===== config.mk =====
export PLATFORM = sky130hd
export DESIGN_NAME = modbus_rtu_request_framer_unit
export DESIGN_NICKNAME = d
export VERILOG_FILES = /design/src/rtl/core/mbrtu_pkg.sv /design/src/rtl/core/modbus_rtu_request_framer_unit.sv /design/src/rtl/core/mbrtu_front.sv /design/src/rtl/core/mbrtu_queue.sv /design/src/rtl/core/mbrtu_back.sv
export SDC_FILE = /design/constraint.sdc
export NUM_CORES = 1
export LEC_CHECK = 0
export ABC_AREA = 1
export CAP_MARGIN = 20
export CORE_MARGIN = 5
export CORE_UTILIZATION = 64
export CTS_CLUSTER_DIAMETER = 200
export DETAILED_ROUTE_END_ITERATION = 7
export DONT_BUFFER_PORTS = 1
export PLACE_DENSITY = 0.8
export SETUP_SLACK_MARGIN = 0.15
export SYNTH_ARGS = -nofsm -noshare
export SYNTH_HDL_FRONTEND = slang
export SYNTH_HIERARCHICAL = 1
export SYNTH_SLANG_ARGS = --single-unit

===== constraint.sdc =====
create_clock -name clk -period 6.6 [get_ports clk]
set_input_delay 0.99 -clock clk [delete_from_list [all_inputs] [get_ports clk]]
set_output_delay 0.99 -clock clk [all_outputs]
set_load 0.01 [all_outputs]

===== src/rtl/core/mbrtu_pkg.sv =====
// Shared types and constants for the Modbus RTU request framer.
// Holds the request/frame item structs and the job descriptor passed front to back.
`default_nettype none
package mbrtu_pkg;

	localparam int MAX_WRITE_WORDS_DEF = 123;
	localparam int JOB_BYTES           = 9;
	localparam int QUEUE_DEPTH         = 2;

	localparam logic [7:0] FN_READ_LAST     = 8'd4;
	localparam logic [7:0] FN_WRITE_COIL    = 8'd5;
	localparam logic [7:0] FN_WRITE_REG     = 8'd6;
	localparam logic [7:0] FN_WRITE_COILS   = 8'd15;
	localparam logic [7:0] FN_WRITE_REGS    = 8'd16;

	localparam logic [15:0] CRC_INIT = 16'hFFFF;
	localparam logic [15:0] CRC_POLY = 16'hA001;

	typedef enum logic [1:0] {
		ST_OK        = 2'd0,
		ST_NODATA    = 2'd1,
		ST_BADCOUNT  = 2'd2,
		ST_BADFUNC   = 2'd3
	} status_t;

	typedef struct packed {
		logic        mode;
		logic [7:0]  slave_address;
		logic [7:0]  function_number;
		logic [15:0] start_register;
		logic [15:0] item_count;
		logic        has_write_data;
		logic [15:0] data_word;
	} req_item_t;

	typedef struct packed {
		logic [7:0] frame_byte;
		logic       frame_end;
		status_t    status;
	} frm_item_t;

	// One unit of back-end work: literal bytes, then optional CRC, or an error result.
	typedef struct packed {
		logic [JOB_BYTES-1:0][7:0] bytes;
		logic [3:0]                nbytes;
		logic                      crc_init;
		logic                      append_crc;
		logic                      is_err;
		status_t                   status;
	} job_t;

endpackage
`default_nettype wire


===== src/rtl/core/modbus_rtu_request_framer_unit.sv =====
// Modbus RTU request framer, top level: front classifier, job queue, byte back end.
// Accepted items pass the job queue, current job and output register. One frame byte per
// cycle leaves the back end while the frame channel takes it; a header item yields 1 to 11
// items (eleven for a full write-multiple header), a data item 0 to 4 (none if ignored).
// The request side keeps accepting while the two-entry job queue has room.
// Reset (arst_n low): queue empty, no open frame, CRC at 0xFFFF, no output pending.
`default_nettype none
module modbus_rtu_request_framer_unit #(
	parameter int MAX_WRITE_WORDS = mbrtu_pkg::MAX_WRITE_WORDS_DEF
) (
	input  wire logic                  clk,
	input  wire logic                  arst_n,
	input  wire logic                  req_valid,
	output logic                       req_ready,
	input  wire mbrtu_pkg::req_item_t  req,
	output logic                       frm_valid,
	input  wire logic                  frm_ready,
	output mbrtu_pkg::frm_item_t       frm
);
	import mbrtu_pkg::*;

	logic  accept, push, pop, full, q_valid;
	job_t  new_job, head_job;

	assign req_ready = !full;
	assign accept    = req_valid && req_ready;

	mbrtu_front #(
		.MAX_WRITE_WORDS(MAX_WRITE_WORDS)
	) u_front (
		.clk    (clk),
		.arst_n (arst_n),
		.accept (accept),
		.req    (req),
		.job    (new_job),
		.push   (push)
	);

	mbrtu_queue u_queue (
		.clk      (clk),
		.arst_n   (arst_n),
		.push     (push && accept),
		.push_job (new_job),
		.pop      (pop),
		.full     (full),
		.valid    (q_valid),
		.head     (head_job)
	);

	mbrtu_back u_back (
		.clk       (clk),
		.arst_n    (arst_n),
		.job_valid (q_valid),
		.job_in    (head_job),
		.pop       (pop),
		.frm_valid (frm_valid),
		.frm_ready (frm_ready),
		.frm       (frm)
	);

endmodule
`default_nettype wire


===== src/rtl/core/mbrtu_front.sv =====
// Front end: accepts request items, tracks the open frame and classifies each
// item into a byte job. Depends on mbrtu_pkg.
`default_nettype none
module mbrtu_front #(
	parameter int MAX_WRITE_WORDS = mbrtu_pkg::MAX_WRITE_WORDS_DEF
) (
	input  wire logic               clk,
	input  wire logic               arst_n,
	input  wire logic               accept,
	input  wire mbrtu_pkg::req_item_t req,
	output mbrtu_pkg::job_t         job,
	output logic                    push
);
	import mbrtu_pkg::*;

	localparam logic [16:0] MAX_WORDS = 17'(MAX_WRITE_WORDS);
	localparam logic [16:0] MAX_BC    = 17'(2 * MAX_WRITE_WORDS);

	logic       frame_open_q, frame_open_n;
	logic [7:0] bytes_left_q, bytes_left_n;

	logic [15:0] cnt_m1;
	logic [16:0] bc;
	logic        bc_bad;
	logic        two_first;
	logic [7:0]  left_data, left_hdr;

	always_comb begin
		cnt_m1 = req.item_count - 16'd1;
		if (req.function_number == FN_WRITE_COILS) begin
			bc = 17'({4'b0, cnt_m1[15:3]}) + 17'd1;
		end else begin
			bc = {req.item_count, 1'b0};
		end
		bc_bad = ((req.function_number == FN_WRITE_REGS) && (17'(req.item_count) > MAX_WORDS))
			|| (bc > MAX_BC) || (bc > 17'd255);
		two_first = (bc >= 17'd2);
		left_hdr  = bc[7:0] - (two_first ? 8'd2 : 8'd1);
		left_data = bytes_left_q - ((bytes_left_q >= 8'd2) ? 8'd2 : 8'd1);
	end

	always_comb begin
		job          = '0;
		push         = 1'b0;
		frame_open_n = frame_open_q;
		bytes_left_n = bytes_left_q;
		if (req.mode) begin
			if (frame_open_q && (bytes_left_q != 8'd0)) begin
				push          = 1'b1;
				job.bytes[0]  = req.data_word[15:8];
				job.bytes[1]  = req.data_word[7:0];
				job.nbytes    = (bytes_left_q >= 8'd2) ? 4'd2 : 4'd1;
				job.append_crc = (left_data == 8'd0);
				bytes_left_n  = left_data;
				frame_open_n  = (left_data != 8'd0);
			end else begin
				frame_open_n = 1'b0;
			end
		end else begin
			push         = 1'b1;
			job.crc_init = 1'b1;
			frame_open_n = 1'b0;
			bytes_left_n = 8'd0;
			job.bytes[0] = req.slave_address;
			job.bytes[1] = req.function_number;
			job.bytes[2] = req.start_register[15:8];
			job.bytes[3] = req.start_register[7:0];
			case (req.function_number) inside
				[8'd0:FN_READ_LAST]: begin
					job.bytes[4]   = req.item_count[15:8];
					job.bytes[5]   = req.item_count[7:0];
					job.nbytes     = 4'd6;
					job.append_crc = 1'b1;
				end
				FN_WRITE_COIL, FN_WRITE_REG: begin
					if (!req.has_write_data) begin
						job.is_err = 1'b1;
						job.status = ST_NODATA;
					end else if (req.item_count != 16'd1) begin
						job.is_err = 1'b1;
						job.status = ST_BADCOUNT;
					end else begin
						job.bytes[4]   = req.data_word[15:8];
						job.bytes[5]   = req.data_word[7:0];
						job.nbytes     = 4'd6;
						job.append_crc = 1'b1;
					end
				end
				FN_WRITE_COILS, FN_WRITE_REGS: begin
					if (!req.has_write_data) begin
						job.is_err = 1'b1;
						job.status = ST_NODATA;
					end else if ((req.item_count == 16'd0) || bc_bad) begin
						job.is_err = 1'b1;
						job.status = ST_BADCOUNT;
					end else begin
						job.bytes[4]   = req.item_count[15:8];
						job.bytes[5]   = req.item_count[7:0];
						job.bytes[6]   = bc[7:0];
						job.bytes[7]   = req.data_word[15:8];
						job.bytes[8]   = req.data_word[7:0];
						job.nbytes     = two_first ? 4'd9 : 4'd8;
						job.append_crc = (left_hdr == 8'd0);
						bytes_left_n   = left_hdr;
						frame_open_n   = (left_hdr != 8'd0);
					end
				end
				default: begin
					job.is_err = 1'b1;
					job.status = ST_BADFUNC;
				end
			endcase
			if (job.is_err) begin
				job.bytes = '0;
			end
		end
	end

	always_ff @(posedge clk or negedge arst_n) begin
		if (!arst_n) begin
			frame_open_q <= 1'b0;
			bytes_left_q <= 8'd0;
		end else if (accept) begin
			frame_open_q <= frame_open_n;
			bytes_left_q <= bytes_left_n;
		end
	end

endmodule
`default_nettype wire


===== src/rtl/core/mbrtu_queue.sv =====
// Short job queue between the front and back ends.
// Depends on mbrtu_pkg for the job type and depth.
`default_nettype none
module mbrtu_queue (
	input  wire logic             clk,
	input  wire logic             arst_n,
	input  wire logic             push,
	input  wire mbrtu_pkg::job_t  push_job,
	input  wire logic             pop,
	output logic                  full,
	output logic                  valid,
	output mbrtu_pkg::job_t       head
);
	import mbrtu_pkg::*;

	localparam int PW = (QUEUE_DEPTH > 1) ? $clog2(QUEUE_DEPTH) : 1;
	localparam int CW = $clog2(QUEUE_DEPTH + 1);
	localparam logic [PW-1:0] LAST_PTR = PW'(QUEUE_DEPTH - 1);

	job_t          slots_q [QUEUE_DEPTH];
	logic [PW-1:0] wr_ptr_q, rd_ptr_q;
	logic [CW-1:0] count_q;

	assign full  = (count_q == CW'(QUEUE_DEPTH));
	assign valid = (count_q != '0);
	assign head  = slots_q[rd_ptr_q];

	always_ff @(posedge clk) begin
		if (push) begin
			slots_q[wr_ptr_q] <= push_job;
		end
	end

	always_ff @(posedge clk or negedge arst_n) begin
		if (!arst_n) begin
			wr_ptr_q <= '0;
			rd_ptr_q <= '0;
			count_q  <= '0;
		end else begin
			if (push) begin
				wr_ptr_q <= (wr_ptr_q == LAST_PTR) ? '0 : wr_ptr_q + PW'(1);
			end
			if (pop) begin
				rd_ptr_q <= (rd_ptr_q == LAST_PTR) ? '0 : rd_ptr_q + PW'(1);
			end
			if (push && !pop) begin
				count_q <= count_q + CW'(1);
			end else if (pop && !push) begin
				count_q <= count_q - CW'(1);
			end
		end
	end

endmodule
`default_nettype wire


===== src/rtl/core/mbrtu_back.sv =====
// Back end: plays out one job a byte per cycle unless the output stalls, folds each byte into the
// CRC-16 and appends it. Output register toward the frame channel. Depends on mbrtu_pkg.
`default_nettype none
module mbrtu_back (
	input  wire logic                 clk,
	input  wire logic                 arst_n,
	input  wire logic                 job_valid,
	input  wire mbrtu_pkg::job_t      job_in,
	output logic                      pop,
	output logic                      frm_valid,
	input  wire logic                 frm_ready,
	output mbrtu_pkg::frm_item_t      frm
);
	import mbrtu_pkg::*;

	function automatic logic [15:0] crc_fold(input logic [15:0] crc, input logic [7:0] b);
		logic [15:0] c;
		c = crc ^ {8'd0, b};
		for (int i = 0; i < 8; i++) begin
			c = c[0] ? ((c >> 1) ^ CRC_POLY) : (c >> 1);
		end
		return c;
	endfunction

	job_t        cur_q;
	logic        cur_valid_q;
	logic [3:0]  idx_q;
	logic [15:0] crc_q;
	logic        out_valid_q;
	frm_item_t   out_q;

	logic [3:0]  total;
	logic        step, last, is_data;
	frm_item_t   emit;

	always_comb begin
		total   = cur_q.is_err ? 4'd1 : (cur_q.nbytes + (cur_q.append_crc ? 4'd2 : 4'd0));
		step    = cur_valid_q && (!out_valid_q || frm_ready);
		last    = (idx_q == total - 4'd1);
		is_data = !cur_q.is_err && (idx_q < cur_q.nbytes);
		pop     = job_valid && (!cur_valid_q || (step && last));
		emit    = '0;
		if (cur_q.is_err) begin
			emit.frame_end = 1'b1;
			emit.status    = cur_q.status;
		end else if (is_data) begin
			emit.frame_byte = cur_q.bytes[idx_q];
		end else if (idx_q == cur_q.nbytes) begin
			emit.frame_byte = crc_q[7:0];
		end else begin
			emit.frame_byte = crc_q[15:8];
			emit.frame_end  = 1'b1;
		end
	end

	always_ff @(posedge clk or negedge arst_n) begin
		if (!arst_n) begin
			cur_valid_q <= 1'b0;
			idx_q       <= 4'd0;
			crc_q       <= CRC_INIT;
			out_valid_q <= 1'b0;
		end else begin
			if (pop) begin
				cur_valid_q <= 1'b1;
				idx_q       <= 4'd0;
			end else if (step) begin
				cur_valid_q <= !last;
				idx_q       <= idx_q + 4'd1;
			end
			// a new frame restarts the CRC even if the old frame was cut short
			if (pop && job_in.crc_init) begin
				crc_q <= CRC_INIT;
			end else if (step && is_data) begin
				crc_q <= crc_fold(crc_q, emit.frame_byte);
			end
			if (step) begin
				out_valid_q <= 1'b1;
			end else if (frm_ready) begin
				out_valid_q <= 1'b0;
			end
		end
	end

	always_ff @(posedge clk) begin
		if (pop) begin
			cur_q <= job_in;
		end
		if (step) begin
			out_q <= emit;
		end
	end

	assign frm_valid = out_valid_q;
	assign frm       = out_q;

endmodule
`default_nettype wire


; Word-level counts from Yosys, hierarchy flattened
; Memory sizes are Yosys's and may differ from the RTL's.
; Index checks and enable logic that the tools add are counted.
[totals]
inputBits = 70
mem_bits_rw = 162
regBits = 126
out_inout_bits = 13
word_cells = 195
mem_count = 1
[mem_list]
columns = name, words, width, rd, rd_clocked_by_memory_dff, write_ports, line
row1 = u_queue.slots_q, 2, 81, 1, 0, 1, mbrtu_queue.sv:20  ; job_t slots_q [QUEUE_DEPTH];
[classes]
add_sub_neg = 11
mux = 92
n_eq_ne = 9
order_cmp = 9
reduce_logical = 39
bitwise = 9
[ops]
columns = op, n
row1 = $mux W16, 15
row2 = $mux W8, 11
row3 = $mux W40, 2
row4 = $mux W24, 3
row5 = $mux W72, 1
row6 = $mux W56, 1
row7 = $mux W20, 2
row8 = $gt A17 B8 Y1 const B, 2
row9 = $mux W3, 11
row10 = $bmux W8 S4, 1
row11 = $mux W4, 8
row12 = $mux W1, 30
row13 = $not A2 Y3, 8
row14 = $reduce_bool A8 Y1, 3
row15 = $ge A17 B2 Y1 const B, 1
row16 = $mux W17, 1
row17 = $eq A8 B3 Y1 const B, 2
row18 = $gt A16 B7 Y1 const B, 1
row19 = $logic_not A16 Y1, 1
row20 = $logic_not A8 Y1, 2
row21 = $ne A16 B1 Y1 const B, 1
row22 = $sub A16 B1 Y16 const B, 1
row23 = $sub A8 B8 Y8, 2
row24 = $xor A16 B8 Y16, 1
row25 = 24 further kinds, 58

; Depth between registers and ports, before layout
[depth]
ltp_word = 23
ltp_mapped = 32
mapped_depth_nobuf = 31

; By module
; The synthesis kept the hierarchy.
[modules_own_cells]
columns = module, cells_per_inst, instances, seq_area_each_um2, area_per_inst_um2
row1 = mbrtu_queue, 277, 1, 4964.8, 6451.2
row2 = mbrtu_back, 500, 1, 3303.2, 5320.1
row3 = mbrtu_front, 600, 1, 225.2, 3101.7
row4 = modbus_rtu_request_framer_unit, 5, 1, 0.0, 23.8

; Worst setup path before layout
; OpenSTA, ideal clock, no wires.
[synth_path]
path_type = input -> register
start = input req[65] (netlist bit)
end = memory u_queue/slots_q[0][0] (netlist bit) (enable)
path_buffers = 1
cell_stages = 6
arrival_ns = 4.917
path_slack_ns = 1.161
setup_time_ns = 0.522
t_required_ns = 6.078
cell_sequence = clkbuf_1 > nand2_1 > inv_1 > nor2_2 > inv_1 > nor2_1
[synth_via]
elab_chain_cells = 4
[synth_lines]
columns = element, line
row1 = start: declaration, modbus_rtu_request_framer_unit.sv:15  ; input wire mbrtu_pkg::req_item_t req,
row2 = $mux W1, mbrtu_front.sv:47  ; if (req.mode) begin
row3 = via push, modbus_rtu_request_framer_unit.sv:22  ; logic accept, push, pop, full, q_valid;
row4 = $logic_and A1 B1 Y1, modbus_rtu_request_framer_unit.sv:42  ; .push (push && accept),
row5 = $mux W1, mbrtu_queue.sv:29  ; if (push) begin
row6 = $mux W1 (implied by the code), mbrtu_queue.sv:30  ; slots_q[wr_ptr_q] <= push_job;
row7 = end: declaration, mbrtu_queue.sv:20
; The timed path passes the listed nets, and every way through them passes these cells.

==> impl_summary.md <==
Floorplan
The area of the die is 0.0264 sq mm. The horizontal die dimension is 163 um. The area of the core region is 0.0228 sq mm. The initial utilization of the core area, before any placement, comes to 65.4%. In this run the count of I/O pins placed on the die edge is 83. The count of standard-cell rows is 55. The vertical extent of the die is between 150 and 200 um.

STA
The worst path setup slack after routing is 2.18 ns. The upper clock frequency limit is 226 MHz. The worst hold slack after final layout is about 0.14 ns.

The clock arrives with 0.0163 ns of skew. Setup violations remaining at the end of the flow were counted as 0. The worst-margin pin slew is approximately 1.0 ns.

The worst slew margin relative to its limit is between 30 and 40%. The final number of max-transition violations is 0. The aggregate negative setup slack is 0 ns. The final hold violation count is 0. Setup repair after global routing left no endpoint under its margin. After layout, the worst path uses 67.0% of the clock period. The post-layout minimum cycle time is 4.42 ns.

Layout
After the last flow step, the layout net total stands at 1463. The final cell area excluding filler cells is 0.0159 sq mm. Once layout is complete, the utilization of the core stands at 69.7%.

The number of filler instances in the final layout is between 1500 and 2000. The layout-stage area growth over the synthesis result is 6.64%. Of the cells placed in the final design, the portion with a size suffix greater than 1 is a little under a fifth.

Clock network
The number of buffers inserted by hold repair at cts is 0. Clock latency on the worst-skew pair, taken at its later pin, is 0.54 ns. The buffer type at the clock tree root is sky130_fd_sc_hd__clkbuf_16. The sink count of the clock tree is 288. Clock tree synthesis inserted a total of 29 buffers. The TritonCTS clock tree is yes.

The number of H-tree branching levels is 1. The post-cts sizing count is 0. Clock-pin slew was measured on the worst setup and hold paths at 0.06 ns. No sink is reached through more buffers than the 3 on the longest clock path. The number of buffers inserted to repair setup after CTS is 0.

Detailed routing
For this block, the initial DRC count from the detailed router was 991. The total number of vias is 10000. The DRC violation count after routing is 0. Before antenna repair, the detailed router went through 5 iterations. The post-route antenna net violation count is 0. The per-cell routed wire length is 20.8 um.

The wire length reported by the detailed router is 35700 um. Using the TritonRoute via totals, the vias-per-cell ratio works out to a little under 6.

Global route
The via count of the first global-routing pass came to 9946. The first-pass GRT wire length is 55500 um. The pin count of the biggest net entering global routing is 78.

Summed over all layers, the global routing overflow is 0. The overall routing resource usage is 27.2%. The number of antenna violations at the first check in global routing came to 2.

Yosys
The average instance area after synthesis is 10.8 sq um. The async set-or-reset flop fraction in the synthesized netlist is 12.2%. The cell with the most instances after synthesis is sky130_fd_sc_hd__nand2_1.

The most used flip-flop cell after synthesis is sky130_fd_sc_hd__edfxtp_1. The cell count after synthesis is 1382. The portion of the post-synthesis area used by sequential elements is 57.0%.

The count of state elements after synthesis is 288. Summing every instance area after synthesis gives 0.0149 sq mm. The post-synth net total is 1468.

Yosys mapped a number of flops with a built-in enable equal to 253. The cell type with the highest aggregate area in the netlist is sky130_fd_sc_hd__edfxtp_1. In the synthesized netlist, the cells that appear most often are sky130_fd_sc_hd__nand2_1, sky130_fd_sc_hd__edfxtp_1, sky130_fd_sc_hd__inv_1.

By area the synthesized netlist is led by sky130_fd_sc_hd__edfxtp_1, sky130_fd_sc_hd__mux2_4, sky130_fd_sc_hd__nand2_1. The Yosys step of the flow raised 6 warnings. Summed over its instances, the top area cell type makes up 51.0% of the synthesized netlist area. The netlist uses 53 different library cells.

Worst setup path
The slowest stage of the critical path is the sky130_fd_sc_hd__nor3_1 cell. The end of the worst register-to-register path is u_back/crc_q[13]. The maximum fanout along the worst path is 11. The endpoint kind of the worst setup timing path is a register. The critical path launch point type is an input port.

For this run, the slowest stage of the critical path takes approximately 0.44 ns. The flop-to-flop setup slack is 3.16 ns. Data arrives at the worst endpoint at 4.71 ns.

On the critical path the largest part of the delay comes from simple AND/OR/NAND/NOR gates. The number of cells on the worst reg-to-reg path is 20. The cell that appears most often on the critical path is sky130_fd_sc_hd__nand2_1.

Data on the critical path is required at its endpoint by between 6 and 7 ns. The worst setup path is of the input port to register kind. The number of buffers and inverters on the critical path is 3.

The startpoint identified for the worst register-to-register timing path is u_back/idx_q[2]. The launch point of the worst path is req[17].

Place
The cell area after placement is 0.0150 sq mm. The worst slack after detailed placement is approximately 1.6 ns. Input and output buffers added on the ports amount to 0. The routability-driven placement congestion ratio is roughly 0.94.

The half-perimeter wire length after placement is 24100 um.

Min path
The worst min-delay path class is input port to async pin.

Power and ir drop
The static leakage power is roughly 6.6 nW. The power per cell area is 470 mW/mm^2. The worst-case IR drop observed on VDD is 0.000445 V.

Status
The flow ran to the end, and the final reports show no timing, DRC or antenna violations.

Run
The tool flagged a number of max-cap violations equal to 0.
==> cells by family after synthesis <==
kind of cell | after synthesis | synth area share (%)
and+or+nand+nor | 632 | 20.1
DFF | 288 | 57.0
buffers and inverters | 207 | 6.85
AOI/OAI and AO/OA | 138 | 5.26
muxes | 81 | 8.11
xor gates and xnor gates | 20 | 1.23
adders and majority gates | 16 | 1.44
==> cell type report <==
class                           count  area [sq um]  area share, %
Antenna cell                        1          2.50         0.0158
Clock buffer                       37           786           4.95
Clock inverter                     16           139          0.874
Inverter                          163           619           3.90
Multi-Input combinational cell    887          5390           33.9
Sequential cell                   288          8500           53.5
Tap cell                          313           392           2.47
Timing Repair Buffer                8          60.1          0.378
==> worst reg2reg max path, stage by stage (launching register included) <==
cell and delay (ns):
sky130_fd_sc_hd__dfrtp_1 0.81, sky130_fd_sc_hd__ha_1 0.37, sky130_fd_sc_hd__nand2_2 0.10, sky130_fd_sc_hd__inv_1 0.06, sky130_fd_sc_hd__nand2_2 0.09, sky130_fd_sc_hd__nand3_4 0.20, sky130_fd_sc_hd__a21oi_1 0.18, sky130_fd_sc_hd__o21ai_1 0.16
sky130_fd_sc_hd__nand2_1 0.17, sky130_fd_sc_hd__xor2_2 0.29, sky130_fd_sc_hd__inv_1 0.14, sky130_fd_sc_hd__nand2_4 0.10, sky130_fd_sc_hd__nand2_2 0.07, sky130_fd_sc_hd__nand2_2 0.09, sky130_fd_sc_hd__nand3_4 0.10, sky130_fd_sc_hd__nand2_4 0.09
sky130_fd_sc_hd__nand2_1 0.09, sky130_fd_sc_hd__nand3_1 0.08, sky130_fd_sc_hd__nand3_1 0.08, sky130_fd_sc_hd__nand2_1 0.08, sky130_fd_sc_hd__inv_1 0.04
==> sequential cells by signal, indices dropped and copies added, names as in the netlist, 2 cells and up <==
signal	count
u_queue/slots_q	162
u_back/cur_q	80
u_back/crc_q	16
u_back/frm	11
u_front/bytes_left_q	8
u_back/idx_q	4
u_queue/count_q	2
==> cell usage in the layout, fill, tap and decap left out, types with 4 or more instances in the layout <==
cell type / count
sky130_fd_sc_hd__a21oi_1: 46
sky130_fd_sc_hd__a22oi_1: 8
sky130_fd_sc_hd__buf_4: 8
sky130_fd_sc_hd__clkbuf_1: 5
sky130_fd_sc_hd__clkbuf_16: 29
sky130_fd_sc_hd__clkinv_1: 7
sky130_fd_sc_hd__clkinv_2: 6
sky130_fd_sc_hd__dfrtp_1: 18
sky130_fd_sc_hd__dfstp_2: 16
sky130_fd_sc_hd__edfxtp_1: 253
sky130_fd_sc_hd__ha_1: 14
sky130_fd_sc_hd__inv_1: 150
sky130_fd_sc_hd__inv_2: 8
sky130_fd_sc_hd__mux2_4: 79
sky130_fd_sc_hd__nand2_1: 262
sky130_fd_sc_hd__nand2_2: 32
sky130_fd_sc_hd__nand2_4: 9
sky130_fd_sc_hd__nand3_1: 123
sky130_fd_sc_hd__nand3_2: 5
sky130_fd_sc_hd__nand4_1: 12
sky130_fd_sc_hd__nor2_1: 131
sky130_fd_sc_hd__nor2_2: 20
sky130_fd_sc_hd__nor2_4: 18
sky130_fd_sc_hd__nor3_1: 9
sky130_fd_sc_hd__o21ai_0: 50
sky130_fd_sc_hd__o21ai_1: 11
sky130_fd_sc_hd__o221ai_1: 4
sky130_fd_sc_hd__xor2_1: 17
==> power by group <==
| part | switching (mW) | total [mW] | internal [mW] |
|---|---|---|---|
| sequential | 0.316 | 3.03 | 2.72 |
| clock | 0.662 | 1.58 | 0.917 |
| combinational | 1.80 | 2.86 | 1.06 |
| total | 2.78 | 7.47 | 4.69 |
==> layer usage <==
layer	GRT usage (%)	part of all wire, %	vias to the layer above
li1	-	-	4688
met1	35.2	40	4792
met2	45.3	48	443
met3	6.33	8.2	78
met4	9.80	3.5	4
met5	0	0.045	-
==> how the worst max path moves through the flow <==
| stage | endpoint | cells past startpoint |
|---|---|---|
| CTS | u_queue/slots_q[0][3] | 27 |
| global placement | u_queue/slots_q[0][3] | 27 |
| detailed placement | u_queue/slots_q[1][3] | 27 |
| global route | u_queue/slots_q[0][3] | 26 |
| finish | u_queue/slots_q[0][3] | 27 |
| floorplan | u_queue/slots_q[0][0] | 6 |
==> stage by stage <==
step | total power, mW | std cells
after floorplan | 5.36 | 1382
after global placement | 5.77 | 1659
after detailed placement | 5.87 | 1659
after CTS | 7.48 | 1712
after global routing | 7.89 | 1712
final | 7.47 | 1713
(Power assumes the default switching activity.)
